--- src/hw/rtl/lmb_pkg.sv ---
// Shared types and constants for the level meter ballistics block.
// Holds the configuration struct, register index codes and field widths.
// No dependencies.
package lmb_pkg;

    // Fixed-point formats: levels in 1/2^LEVEL_FRAC_BITS dB, time in 1/2^TIME_FRAC_BITS s
    localparam int LEVEL_FRAC_BITS = 4;
    localparam int TIME_FRAC_BITS  = 10;

    // Field widths
    localparam int LVL_W   = 12;
    localparam int CEIL_W  = 11;
    localparam int IN_W    = 13;
    localparam int DT_W    = 10;
    localparam int RATE_W  = 14;
    localparam int PRATE_W = 12;
    localparam int AGE_W   = 14;
    localparam int ADDR_W  = 5;
    localparam int DATA_W  = 32;

    localparam logic [AGE_W-1:0] AGE_MAX = {AGE_W{1'b1}};

    // Reset values, written in dB and dB/s where it makes sense
    localparam logic signed [LVL_W-1:0] FLOOR_RESET =
        LVL_W'(-60 * (1 << LEVEL_FRAC_BITS));
    localparam logic signed [CEIL_W-1:0] CEIL_RESET = '0;
    localparam logic [RATE_W-1:0]  RISE_RESET  = RATE_W'(240 * (1 << LEVEL_FRAC_BITS));
    localparam logic [RATE_W-1:0]  FALL_RESET  = RATE_W'(60 * (1 << LEVEL_FRAC_BITS));
    localparam logic [AGE_W-1:0]   HOLD_RESET  = AGE_W'(1 << TIME_FRAC_BITS);
    localparam logic [PRATE_W-1:0] PFALL_RESET = PRATE_W'(20 * (1 << LEVEL_FRAC_BITS));

    // Register index codes (byte address = 4 * index)
    typedef enum logic [2:0] {
        REG_FLOOR      = 3'd0,
        REG_CEILING    = 3'd1,
        REG_RISE_RATE  = 3'd2,
        REG_FALL_RATE  = 3'd3,
        REG_HOLD_TIME  = 3'd4,
        REG_PEAK_FALL  = 3'd5,
        REG_SLEW_EN    = 3'd6,
        REG_HOLD_EN    = 3'd7
    } reg_index_t;

    // Configuration bundle from the register file to the datapath
    typedef struct packed {
        logic signed [LVL_W-1:0]  floor_level;
        logic signed [CEIL_W-1:0] ceiling_level;
        logic [RATE_W-1:0]        rise_rate;
        logic [RATE_W-1:0]        fall_rate;
        logic [AGE_W-1:0]         hold_time;
        logic [PRATE_W-1:0]       peak_fall_rate;
        logic                     slew_enable;
        logic                     hold_enable;
    } cfg_t;

endpackage

--- src/hw/rtl/level_meter_ballistics_peak_hold_top.sv ---
// Top level of the level meter ballistics block with peak hold.
// Depends on lmb_pkg, lmb_cfg_regs and lmb_datapath.
//
// Channel  Direction  Handshake        Payload
// s_       in         s_valid/s_ready  s_level_in, s_level_ok, s_elapsed
// m_       out        m_valid/m_ready  m_shown_level, m_peak_level
// apb      in/out     psel/penable     paddr, pwdata, prdata (pready tied high)
//
// One tick per cycle sustained while m_ready is high; a tick is registered on acceptance
// (input register, then one update through both rate products into the result register).
// Reset (aresetn, synchronous): shown and peak at the floor reset, peak age zero,
// registers at their defaults.
// When m_ready is low the result register holds and one more tick is taken into the
// input register before s_ready drops.
module level_meter_ballistics_peak_hold_top
    import lmb_pkg::*;
(
    input  logic                    aclk,
    input  logic                    aresetn,
    input  logic                    psel,
    input  logic                    penable,
    input  logic                    pwrite,
    input  logic [ADDR_W-1:0]       paddr,
    input  logic [DATA_W-1:0]       pwdata,
    output logic [DATA_W-1:0]       prdata,
    output logic                    pready,
    input  logic                    s_valid,
    output logic                    s_ready,
    input  logic signed [IN_W-1:0]  s_level_in,
    input  logic                    s_level_ok,
    input  logic [DT_W-1:0]         s_elapsed,
    output logic                    m_valid,
    input  logic                    m_ready,
    output logic signed [LVL_W-1:0] m_shown_level,
    output logic signed [LVL_W-1:0] m_peak_level
);

    cfg_t cfg;

    // Register file
    lmb_cfg_regs u_cfg_regs (
        .aclk    (aclk),
        .aresetn (aresetn),
        .psel    (psel),
        .penable (penable),
        .pwrite  (pwrite),
        .paddr   (paddr),
        .pwdata  (pwdata),
        .prdata  (prdata),
        .pready  (pready),
        .cfg     (cfg)
    );

    // Ballistics update
    lmb_datapath u_datapath (
        .aclk          (aclk),
        .aresetn       (aresetn),
        .cfg           (cfg),
        .s_valid       (s_valid),
        .s_ready       (s_ready),
        .s_level_in    (s_level_in),
        .s_level_ok    (s_level_ok),
        .s_elapsed     (s_elapsed),
        .m_valid       (m_valid),
        .m_ready       (m_ready),
        .m_shown_level (m_shown_level),
        .m_peak_level  (m_peak_level)
    );

endmodule

--- src/hw/rtl/lmb_cfg_regs.sv ---
// APB-style configuration register file for the level meter ballistics block.
// Depends on lmb_pkg (cfg_t, reg_index_t, widths and reset values).
module lmb_cfg_regs
    import lmb_pkg::*;
(
    input  logic              aclk,
    input  logic              aresetn,
    input  logic              psel,
    input  logic              penable,
    input  logic              pwrite,
    input  logic [ADDR_W-1:0] paddr,
    input  logic [DATA_W-1:0] pwdata,
    output logic [DATA_W-1:0] prdata,
    output logic              pready,
    output cfg_t              cfg
);

    cfg_t       cfg_reg;
    logic       wr_en;
    reg_index_t idx;

    assign pready = 1'b1;
    assign wr_en  = psel && penable && pwrite;
    assign idx    = reg_index_t'(paddr[ADDR_W-1:2]);
    assign cfg    = cfg_reg;

    // Register writes on the access phase
    always_ff @(posedge aclk) begin
        if (!aresetn) begin
            cfg_reg.floor_level    <= FLOOR_RESET;
            cfg_reg.ceiling_level  <= CEIL_RESET;
            cfg_reg.rise_rate      <= RISE_RESET;
            cfg_reg.fall_rate      <= FALL_RESET;
            cfg_reg.hold_time      <= HOLD_RESET;
            cfg_reg.peak_fall_rate <= PFALL_RESET;
            cfg_reg.slew_enable    <= 1'b1;
            cfg_reg.hold_enable    <= 1'b1;
        end else if (wr_en) begin
            case (idx)
                REG_FLOOR:     cfg_reg.floor_level    <= pwdata[LVL_W-1:0];
                REG_CEILING:   cfg_reg.ceiling_level  <= pwdata[CEIL_W-1:0];
                REG_RISE_RATE: cfg_reg.rise_rate      <= pwdata[RATE_W-1:0];
                REG_FALL_RATE: cfg_reg.fall_rate      <= pwdata[RATE_W-1:0];
                REG_HOLD_TIME: cfg_reg.hold_time      <= pwdata[AGE_W-1:0];
                REG_PEAK_FALL: cfg_reg.peak_fall_rate <= pwdata[PRATE_W-1:0];
                REG_SLEW_EN:   cfg_reg.slew_enable    <= pwdata[0];
                REG_HOLD_EN:   cfg_reg.hold_enable    <= pwdata[0];
                default: ;
            endcase
        end
    end

    // Read mux, levels sign-extended
    always_comb begin
        case (idx)
            REG_FLOOR:
                prdata = {{(DATA_W-LVL_W){cfg_reg.floor_level[LVL_W-1]}},
                          cfg_reg.floor_level};
            REG_CEILING:
                prdata = {{(DATA_W-CEIL_W){cfg_reg.ceiling_level[CEIL_W-1]}},
                          cfg_reg.ceiling_level};
            REG_RISE_RATE: prdata = {{(DATA_W-RATE_W){1'b0}}, cfg_reg.rise_rate};
            REG_FALL_RATE: prdata = {{(DATA_W-RATE_W){1'b0}}, cfg_reg.fall_rate};
            REG_HOLD_TIME: prdata = {{(DATA_W-AGE_W){1'b0}}, cfg_reg.hold_time};
            REG_PEAK_FALL: prdata = {{(DATA_W-PRATE_W){1'b0}}, cfg_reg.peak_fall_rate};
            REG_SLEW_EN:   prdata = {{(DATA_W-1){1'b0}}, cfg_reg.slew_enable};
            REG_HOLD_EN:   prdata = {{(DATA_W-1){1'b0}}, cfg_reg.hold_enable};
            default:       prdata = '0;
        endcase
    end

endmodule

--- src/hw/rtl/lmb_datapath.sv ---
// Input register, combinational ballistics update and result register.
// Depends on lmb_pkg (cfg_t, widths, AGE_MAX, TIME_FRAC_BITS, FLOOR_RESET).
module lmb_datapath
    import lmb_pkg::*;
(
    input  logic                    aclk,
    input  logic                    aresetn,
    input  cfg_t                    cfg,
    input  logic                    s_valid,
    output logic                    s_ready,
    input  logic signed [IN_W-1:0]  s_level_in,
    input  logic                    s_level_ok,
    input  logic [DT_W-1:0]         s_elapsed,
    output logic                    m_valid,
    input  logic                    m_ready,
    output logic signed [LVL_W-1:0] m_shown_level,
    output logic signed [LVL_W-1:0] m_peak_level
);

    // Clamp to [floor, ceiling]; floor test wins
    function automatic logic signed [LVL_W-1:0] clamp_lvl(
        input logic signed [IN_W-1:0] v,
        input cfg_t                   c
    );
        logic signed [IN_W-1:0] lo;
        logic signed [IN_W-1:0] hi;
        lo = $signed({c.floor_level[LVL_W-1], c.floor_level});
        hi = $signed({{(IN_W-CEIL_W){c.ceiling_level[CEIL_W-1]}}, c.ceiling_level});
        if (v < lo)
            return c.floor_level;
        else if (v > hi)
            return $signed({c.ceiling_level[CEIL_W-1], c.ceiling_level});
        else
            return $signed(v[LVL_W-1:0]);
    endfunction

    // Move from toward to by d without overshoot
    function automatic logic signed [LVL_W-1:0] approach(
        input logic signed [LVL_W-1:0] from,
        input logic signed [LVL_W-1:0] to,
        input logic [RATE_W-1:0]       d
    );
        logic signed [15:0] f;
        logic signed [15:0] t;
        logic signed [15:0] dd;
        logic signed [15:0] r;
        f  = $signed({{(16-LVL_W){from[LVL_W-1]}}, from});
        t  = $signed({{(16-LVL_W){to[LVL_W-1]}}, to});
        dd = $signed({{(16-RATE_W){1'b0}}, d});
        if (f < t) begin
            r = f + dd;
            return (r < t) ? $signed(r[LVL_W-1:0]) : to;
        end else begin
            r = f - dd;
            return (r > t) ? $signed(r[LVL_W-1:0]) : to;
        end
    endfunction

    // Input register
    logic                    in_vld_reg;
    logic signed [IN_W-1:0]  level_reg;
    logic                    ok_reg;
    logic [DT_W-1:0]         dt_reg;

    // Meter state
    logic signed [LVL_W-1:0] shown_reg;
    logic signed [LVL_W-1:0] peak_reg;
    logic [AGE_W-1:0]        age_reg;

    // Result register
    logic                    out_vld_reg;
    logic signed [LVL_W-1:0] out_shown_reg;
    logic signed [LVL_W-1:0] out_peak_reg;

    logic                    advance;
    logic signed [LVL_W-1:0] target;
    logic [RATE_W-1:0]       rate_sel;
    logic [RATE_W+DT_W-1:0]  prod_s;
    logic [PRATE_W+DT_W-1:0] prod_p;
    logic [RATE_W-1:0]       step_s;
    logic [PRATE_W-1:0]      step_p;
    logic signed [LVL_W-1:0] shown_raw;
    logic signed [LVL_W-1:0] shown_next;
    logic signed [LVL_W-1:0] peak_raw;
    logic signed [LVL_W-1:0] peak_next;
    logic [AGE_W:0]          age_sum;
    logic [AGE_W-1:0]        age_sat;
    logic [AGE_W-1:0]        age_next;

    assign advance       = in_vld_reg && (!out_vld_reg || m_ready);
    assign s_ready       = !in_vld_reg || advance;
    assign m_valid       = out_vld_reg;
    assign m_shown_level = out_shown_reg;
    assign m_peak_level  = out_peak_reg;

    // Shown level: target, slew step, clamp
    always_comb begin
        target   = ok_reg ? clamp_lvl(level_reg, cfg) : cfg.floor_level;
        rate_sel = (target > shown_reg) ? cfg.rise_rate : cfg.fall_rate;
        prod_s   = {{DT_W{1'b0}}, rate_sel} * {{RATE_W{1'b0}}, dt_reg};
        step_s   = prod_s[TIME_FRAC_BITS +: RATE_W];
        if (!cfg.slew_enable || dt_reg == '0)
            shown_raw = target;
        else
            shown_raw = approach(shown_reg, target, step_s);
        shown_next = clamp_lvl($signed({shown_raw[LVL_W-1], shown_raw}), cfg);
    end

    // Peak level: follow rises, age, then fall after hold; with hold off it tracks the shown level
    always_comb begin
        prod_p  = {{DT_W{1'b0}}, cfg.peak_fall_rate} * {{PRATE_W{1'b0}}, dt_reg};
        step_p  = prod_p[TIME_FRAC_BITS +: PRATE_W];
        age_sum = {1'b0, age_reg} + {{(AGE_W+1-DT_W){1'b0}}, dt_reg};
        age_sat = age_sum[AGE_W] ? AGE_MAX : age_sum[AGE_W-1:0];
        peak_raw  = peak_reg;
        peak_next = shown_next;
        age_next  = '0;
        if (cfg.hold_enable) begin
            if (shown_next >= peak_reg) begin
                peak_raw = shown_next;
            end else begin
                age_next = age_sat;
                if (age_sat > cfg.hold_time)
                    peak_raw = approach(peak_reg, shown_next,
                                        {{(RATE_W-PRATE_W){1'b0}}, step_p});
            end
            peak_next = clamp_lvl($signed({peak_raw[LVL_W-1], peak_raw}), cfg);
        end
    end

    // Control and state registers
    always_ff @(posedge aclk) begin
        if (!aresetn) begin
            in_vld_reg  <= 1'b0;
            out_vld_reg <= 1'b0;
            shown_reg   <= FLOOR_RESET;
            peak_reg    <= FLOOR_RESET;
            age_reg     <= '0;
        end else begin
            if (s_valid && s_ready)
                in_vld_reg <= 1'b1;
            else if (advance)
                in_vld_reg <= 1'b0;

            if (advance)
                out_vld_reg <= 1'b1;
            else if (m_ready)
                out_vld_reg <= 1'b0;

            if (advance) begin
                shown_reg <= shown_next;
                peak_reg  <= peak_next;
                age_reg   <= age_next;
            end
        end
    end

    // Payload registers
    always_ff @(posedge aclk) begin
        if (s_valid && s_ready) begin
            level_reg <= s_level_in;
            ok_reg    <= s_level_ok;
            dt_reg    <= s_elapsed;
        end
        if (advance) begin
            out_shown_reg <= shown_next;
            out_peak_reg  <= peak_next;
        end
    end

    // A waiting result stays put until it is taken
    a_result_hold: assert property (@(posedge aclk) disable iff (!aresetn)
        (m_valid && !m_ready) |=>
            (m_valid && $stable(m_shown_level) && $stable(m_peak_level)))
        else $error("waiting result changed");

    // A finished update always produces a pending result
    a_advance_result: assert property (@(posedge aclk) disable iff (!aresetn)
        advance |=> out_vld_reg)
        else $error("update without result");

    // Hold off keeps the peak age at zero
    a_age_clear: assert property (@(posedge aclk) disable iff (!aresetn)
        (advance && !cfg.hold_enable) |=> (age_reg == '0))
        else $error("peak age not cleared with hold off");

    // Input stalls only when both registers are full and the output is blocked
    a_stall_cause: assert property (@(posedge aclk) disable iff (!aresetn)
        !s_ready |-> (in_vld_reg && out_vld_reg && !m_ready))
        else $error("input stalled without cause");

endmodule
--- config.mk ---
export PLATFORM = sky130hd
export DESIGN_NAME = level_meter_ballistics_peak_hold_top
export DESIGN_NICKNAME = d
export VERILOG_FILES = /design/src/hw/rtl/lmb_pkg.sv /design/src/hw/rtl/level_meter_ballistics_peak_hold_top.sv /design/src/hw/rtl/lmb_cfg_regs.sv /design/src/hw/rtl/lmb_datapath.sv
export SDC_FILE = /design/constraint.sdc
export NUM_CORES = 1
export LEC_CHECK = 0
export BUFFER_PORTS_ARGS = -buffer_cell sky130_fd_sc_hd__buf_2
export CAP_MARGIN = 5
export CORE_MARGIN = 8
export CORE_UTILIZATION = 60
export CTS_CLUSTER_DIAMETER = 80
export DETAILED_ROUTE_END_ITERATION = 10
export HOLD_SLACK_MARGIN = 0.06
export PLACE_DENSITY = 0.83
export REMOVE_ABC_BUFFERS = 1
export SLEW_MARGIN = 20
export SYNTH_ARGS = -nofsm -noshare
export SYNTH_HDL_FRONTEND = slang
export SYNTH_SLANG_ARGS = --single-unit
--- constraint.sdc ---
create_clock -name aclk -period 47.8 [get_ports aclk]
set_input_delay 4.78 -clock aclk [delete_from_list [all_inputs] [get_ports aclk]]
set_output_delay 4.78 -clock aclk [all_outputs]
set_load 0.03 [all_outputs]
==> metrics.txt, run 1 <==
status=finished clean; Row Count=72; share of cells above drive strength 1=0.0876; Most Frequent Cell on Critical Path=a21oi_1; die width=213 um; Routed WL per cell=21.4 um; HPWL Detailed=55600 um; Setup CP Type=reg2reg; fmax=0.0389 GHz; Clock Tree Buf Depth=2; Initial DRC Count=2055; Initial DRT Pass Iterations=8; P&R area growth vs syn=6.47%; worst-path fanout max=24; ranking of synthesized cells by area=ha_1 (18%), fa_1 (15%), dfxtp_1 (10%); H-tree depth=4; Vias=21.0k; die area=0.0454 mm2; Yosys top cell area share=0.179; CP Data Required Time=48.15 ns; Core ar.=0.0385 mm2; Antenna Nets Post-Route=0; clk slew on worst S/H paths=0.07 ns; synthesized area per cell=8.40 um2; final WL=71600 um; crit path DAT=26.07 ns; Initial Util=0.606; Final Util=0.645; Post-synth EDFFs=48; CP startpoint kind=flop; worst clock skew=0.0161 ns; Main synth FF type=dfxtp_1; Syn Inst Count=2777; first-pass GRT wire length=113000 um; CTS root buf=clkbuf_16; clock latency on the worst-skew pair=0.46 ns; Die Y=213 um; worst hold path class=reg2reg; Yosys reg bits=167; max-slew violations=0; Unique masters post-synth=104; routability cong.=1.01; Setup TNS=0 ns; crit path capture type=flop; TritonCTS clock tree=yes; fin crit period=25.72 ns; Gates resized, CTS repair=0; Largest register FFs=79; Overall Global Routing Usage=0.313; # setup viols final=0; Max-cap violations=0; fin crit share=0.538; worst-margin pin slew=1.13 ns; area leader, netlist=ha_1; Final #Nets=3382; Yosys Warn Count=0; GRT overflow=0; Fillers=3228; slowest stage delay, CP=0.67 ns; CP max stage cell=a21oi_1; unrepaired setup endpoints after global routing=false; Hold-fix buffers, CTS=0; CTS Buf Count=17; IO Count=127; initial antenna violation count=4; Rel. slew slack=0.237; clock sinks=167; vias in the first global route=21.3k; Cell Area, Synth=0.0233 mm2; # Post-CTS Setup Buffers=0; Hold Vio Cnt, Final=0; sequential area share after synthesis=0.164; drc violations=0; Port Buffers=105; Async SR Flop Fraction=0; largest net degree at the start of global routing=92; vias per cell=6.29
## final timing paths
check / end / cells after the start / slack, ns / start
setup / recovery: u_datapath.peak_reg[2] / 105 / 22.08 / u_cfg_regs.cfg[66]
hold / removal: u_datapath.age_reg[6] / 2 / 0.46 / u_datapath.age_reg[6]
setup reg to reg: u_datapath.peak_reg[2] / 105 / 22.08 / u_cfg_regs.cfg[66]
hold reg to reg: u_datapath.age_reg[6] / 2 / 0.46 / u_datapath.age_reg[6]
## logic make-up after synthesis
kind of cell,count (synthesis),synth area share
AND/OR/NAND/NOR,866,0.177
AO/OA/AOI/OAI,596,0.174
adder cells (fa/ha/maj),511,0.330
buffers and inverters,453,0.0771
flip-flops,167,0.164
XOR/XNOR,94,0.0361
multiplexers,89,0.0412
other,1,0.000161
## cells in the mapped netlist (21+ instances only)
cell / number
a21o_1: 47
nand2b_1: 36
mux2i_1: 67
ha_1: 333
and2_1: 101
nor2b_1: 58
o21ai_0: 82
clkbuf_1: 93
nand2_1: 338
xnor2_1: 65
o22ai_1: 21
a21oi_1: 189
nand3_1: 42
inv_1: 317
nand4_1: 25
xor2_1: 28
a22oi_1: 22
fa_1: 175
nor2_1: 162
edfxtp_1: 48
o21bai_1: 37
nor3_1: 40
dfxtp_1: 119
## routing by layer
layer / vias to the layer above / track usage / wire length, um
met2: 1058 / 0.518 / 33500
met3: 263 / 0.0505 / 6540
met1: 10132 / 0.386 / 27300
met4: 6 / 0.177 / 4200
met5: - / 0 / 33
li1: 9551 / - / -
## through the flow
step / cell area [um2] / hold slack [ns] / worst slack [ns] / cells
finish: 24800 / 0.462 / 22.08 / 3339
global route: 24800 / 0.480 / 20.50 / 3337
CTS: 24800 / 0.465 / 22.69 / 3337
detailed placement: 24200 / 0.456 / 22.80 / 3305
global placement: 24200 / 0.443 / 23.39 / 3305
floorplan: 22700 / 0.436 / 26.08 / 2646
## critical path: cells and delay by family (launching register included)
family,cells,cell delay [ns]
compound gates,49,11.72
simple gates,29,5.24
fa+ha+maj,13,5.23
buf+inv,10,1.84
xor+xnor,2,0.63
flops,1,0.55
mux,2,0.42
## placed cells by master (no fill, tap or decap), types with 7 or more instances in the layout
master / count
a211oi_1: 20
a21o_1: 47
a21oi_1: 189
a221o_1: 9
a221oi_1: 7
a22oi_1: 22
a31oi_1: 11
and2_1: 101
and3_1: 7
buf_2: 105
buf_4: 36
clkbuf_16: 17
dfxtp_1: 119
edfxtp_1: 48
fa_1: 175
ha_1: 333
inv_1: 317
mux2_2: 16
mux2i_1: 67
nand2_1: 338
nand2b_1: 36
nand3_1: 42
nand4_1: 25
nor2_1: 161
nor2b_1: 58
nor3_1: 39
nor4_1: 8
o211ai_1: 19
o21a_1: 20
o21ai_0: 82
o21ai_1: 7
o21bai_1: 37
o221ai_1: 7
o22ai_1: 21
o31ai_1: 8
or2_2: 9
or3_1: 9
xnor2_1: 65
xor2_1: 28
## area by class of cell
cell class,instances,area [um2],area share
inverters,322,1210,0.0487
clock buffers,20,457,0.0184
well taps,518,648,0.0261
clock inverters,12,176,0.00711
multi-input cells,2157,17700,0.713
repair buffers,141,796,0.0321
flip-flops and latches,167,3820,0.154
diodes,2,5.00,0.000202
Power of run 1 is not shown: default switching activity piles up to over one toggle a cycle in this logic, so the estimate is an artifact.
==> run 2, diff against run 1 <==
- ABC_AREA: unset -> 1
- PLACE_DENSITY: 0.83 -> 0.84
- clock period: 47.8 -> 24.1 ns (I/O delays scaled with it)
==> run 2 against run 1 <==
Wire length up 1.8%. Flip-flop and latch count unchanged. Die area down 1.7%. Utilization about the same. Final area down 2.1%. Maximum frequency up 13%. Critical path depth up 1. Worst hold slack better by 0.013 ns. Via count up 3.1%. Critical endpoint is now u_datapath.m_peak_level[10].
==> metrics.txt, run 2 <==
post-place setup slack=1.54 ns (was 22.80 ns); Initial DRC Count=2069 (was 2055); Async SR Flop Fraction=0 (unchanged); crit path capture type=flop (unchanged); Setup CP Type=reg2reg (unchanged); clock latency on the worst-skew pair=0.47 ns (was 0.46 ns); HPWL Detailed=56900 um (was 55600 um); H-tree depth=4 (unchanged); clock sinks=167 (unchanged); initial antenna violation count=2 (was 4); Hold Startpoint=u_cfg_regs.cfg[42] (was u_datapath.age_reg[6]); Hold-fix buffers, CTS=0 (unchanged); hold path cells=2 (unchanged); # Post-CTS Setup Buffers=0 (unchanged); most frequent cell after synthesis=nand2_1 (unchanged); vias per cell=5.97 (was 6.29); status=finished clean (unchanged); CP delay by family, top=compound AO/OA/AOI/OAI gates (unchanged); Max-cap violations=0 (unchanged); TritonCTS clock tree=yes (unchanged); worst-margin pin slew=1.18 ns (was 1.13 ns); footprint of the multi-input gates=0.0165 mm2 (was 0.0177 mm2); Yosys Warn Count=0 (unchanged); Initial Util=0.608 (was 0.606); Yosys reg bits=167 (unchanged); Largest register FFs=79 (unchanged); fin crit period=22.72 ns (was 25.72 ns); Row Count=71 (was 72); CTS Buf Count=17 (unchanged); drc violations=0 (unchanged); slowest stage delay, CP=0.90 ns (was 0.67 ns); GRT overflow=0 (unchanged); most frequent cells in the layout=nand2_1 (587), inv_1 (530), ha_1 (333) (was nand2_1 (338), ha_1 (333), inv_1 (317)); Die Y=211 um (was 213 um); Final #Nets=3684 (was 3382); Gates resized, CTS repair=0 (unchanged); Unique masters post-synth=59 (was 104); clk slew on worst S/H paths=0.08 ns (was 0.07 ns); unrepaired setup endpoints after global routing=false (unchanged); IO Count=127 (unchanged); top cells by count, synth=nand2_1 (587), inv_1 (530), ha_1 (333), a21oi_1 (254), nor2_1 (212) (was nand2_1 (338), ha_1 (333), inv_1 (317), a21oi_1 (189), fa_1 (175)); setup slack, reg-to-reg=1.38 ns (was 22.08 ns); final WL=72900 um (was 71600 um); Overall Global Routing Usage=0.323 (was 0.313); die width=211 um (was 213 um); Hold Vio Cnt, Final=0 (unchanged); sequential area share after synthesis=0.167 (was 0.164); die area=0.0447 mm2 (was 0.0454 mm2); largest net degree at the start of global routing=81 (was 92); worst-path fanout max=33 (was 24); fin crit share=0.943 (was 0.538); worst clock skew=0.0213 ns (was 0.0161 ns); vias in the first global route=21.7k (was 21.3k); Initial DRT Pass Iterations=6 (was 8); area leader, netlist=ha_1 (unchanged); Fillers=3260 (was 3228); Main synth FF type=dfxtp_1 (unchanged); synthesized area per cell=7.44 um2 (was 8.40 um2); Core ar.=0.0377 mm2 (was 0.0385 mm2); commonest non-fill, non-tap cell in the layout=nand2_1 (unchanged); ranking of synthesized cells by area=ha_1 (18%), fa_1 (15%), dfxtp_1 (10%) (unchanged); CP Data Required Time=24.30 ns (was 48.15 ns); worst hold path class=reg2reg (unchanged); Antenna Nets Post-Route=0 (unchanged); Reg2Reg Depth=106 (was 105); post-route setup slack=1.38 ns (was 22.08 ns); Routed WL per cell=20.1 um (was 21.4 um); register area=0.00382 mm2 (unchanged); share of cells above drive strength 1=0.0833 (was 0.0876); Syn Inst Count=3077 (was 2777); CP max stage cell=o21ai_0 (was a21oi_1); routability cong.=1.02 (was 1.01); first-pass GRT wire length=114000 um (was 113000 um); Port Buffers=105 (unchanged); Clock Tree Buf Depth=2 (unchanged); R2R Path End=u_datapath.m_peak_level[10] (was u_datapath.peak_reg[2]); fmax=0.0440 GHz (was 0.0389 GHz); n_diodes=0 (was 2); max-slew violations=0 (unchanged); reg2reg start=u_cfg_regs.cfg[66] (unchanged); Yosys top cell area share=0.182 (was 0.179); Most Frequent Cell on Critical Path=nand2_1 (was a21oi_1); P&R area growth vs syn=6.15% (was 6.47%); CTS root buf=clkbuf_16 (unchanged); Post-synth EDFFs=48 (unchanged); Rel. slew slack=0.211 (was 0.237); Vias=21.7k (was 21.0k); Setup TNS=0 ns (unchanged); sink of the worst hold path=u_cfg_regs.cfg[42] (was u_datapath.age_reg[6]); Cell Area, Synth=0.0229 mm2 (was 0.0233 mm2); Worst Path Buf+Inv=18 (was 10); # setup viols final=0 (unchanged); CP startpoint kind=flop (unchanged); crit path DAT=22.91 ns (was 26.07 ns)
## run 2: worst reg2reg max path: cells and delay by family, from the launching register on
| family | cells | cell delay [ns] |
|---|---|---|
| AO/OA/AOI/OAI | 29 | 7.60 |
| flip-flops | 1 | 0.53 |
| AND/OR/NAND/NOR | 43 | 5.65 |
| adder cells (fa/ha/maj) | 13 | 5.45 |
| buffers and inverters | 18 | 2.65 |
| XOR/XNOR | 3 | 0.52 |
## run 2: area by class of cell
class | instances | area share
Inverter | 539 | 0.0834
Clock inverter | 15 | 0.00803
Clock buffer | 17 | 0.0175
Multi-Input combinational cell | 2256 | 0.679
Timing Repair Buffer | 127 | 0.0284
Tap cell | 511 | 0.0263
Sequential cell | 167 | 0.157
## run 2: worst max path at each step
| stage | from | end | slack (ns) | depth (start not counted) |
|---|---|---|---|---|
| after floorplan | u_cfg_regs.cfg[78] | u_datapath.m_peak_level[6] | 5.40 | 98 |
| after global placement | u_cfg_regs.cfg[66] | u_datapath.m_peak_level[10] | 2.39 | 106 |
| after detailed placement | u_cfg_regs.cfg[66] | u_datapath.m_peak_level[10] | 1.54 | 102 |
| after CTS | u_cfg_regs.cfg[66] | u_datapath.m_peak_level[10] | 1.42 | 102 |
| after global routing | u_cfg_regs.cfg[66] | u_datapath.peak_reg[11] | 0.09 | 108 |
| final | u_cfg_regs.cfg[66] | u_datapath.m_peak_level[10] | 1.38 | 106 |
## run 2: layer usage
metal,up-vias,share of wire,global-route usage
met5,-,0.00025,0
met2,1176,0.46,0.532
met3,273,0.097,0.0553
li1,10031,-,-
met1,10189,0.38,0.395
met4,2,0.065,0.193
## run 2: through the flow
step	cell area, um2	util	hold WS (ns)	cells
5_1_grt	24300	0.645	0.505	3632
4_1_cts	24300	0.645	0.473	3632
2_1_floorplan	22300	-	0.443	2962
6_report	24300	0.645	0.475	3632
3_3_place_gp	23700	0.628	0.456	3600
3_5_place_dp	23700	0.628	0.462	3600
## run 2: kinds of logic after synthesis
| logic type | Yosys count | synth area share |
|---|---|---|
| flip-flops | 167 | 0.167 |
| other | 1 | 0.000164 |
| buffers and inverters | 654 | 0.113 |
| AND/OR/NAND/NOR | 1057 | 0.202 |
| adder cells (fa/ha/maj) | 508 | 0.335 |
| XOR/XNOR | 84 | 0.0321 |
| AO/OA/AOI/OAI | 606 | 0.151 |
Power of run 2 is left out for the same reason.
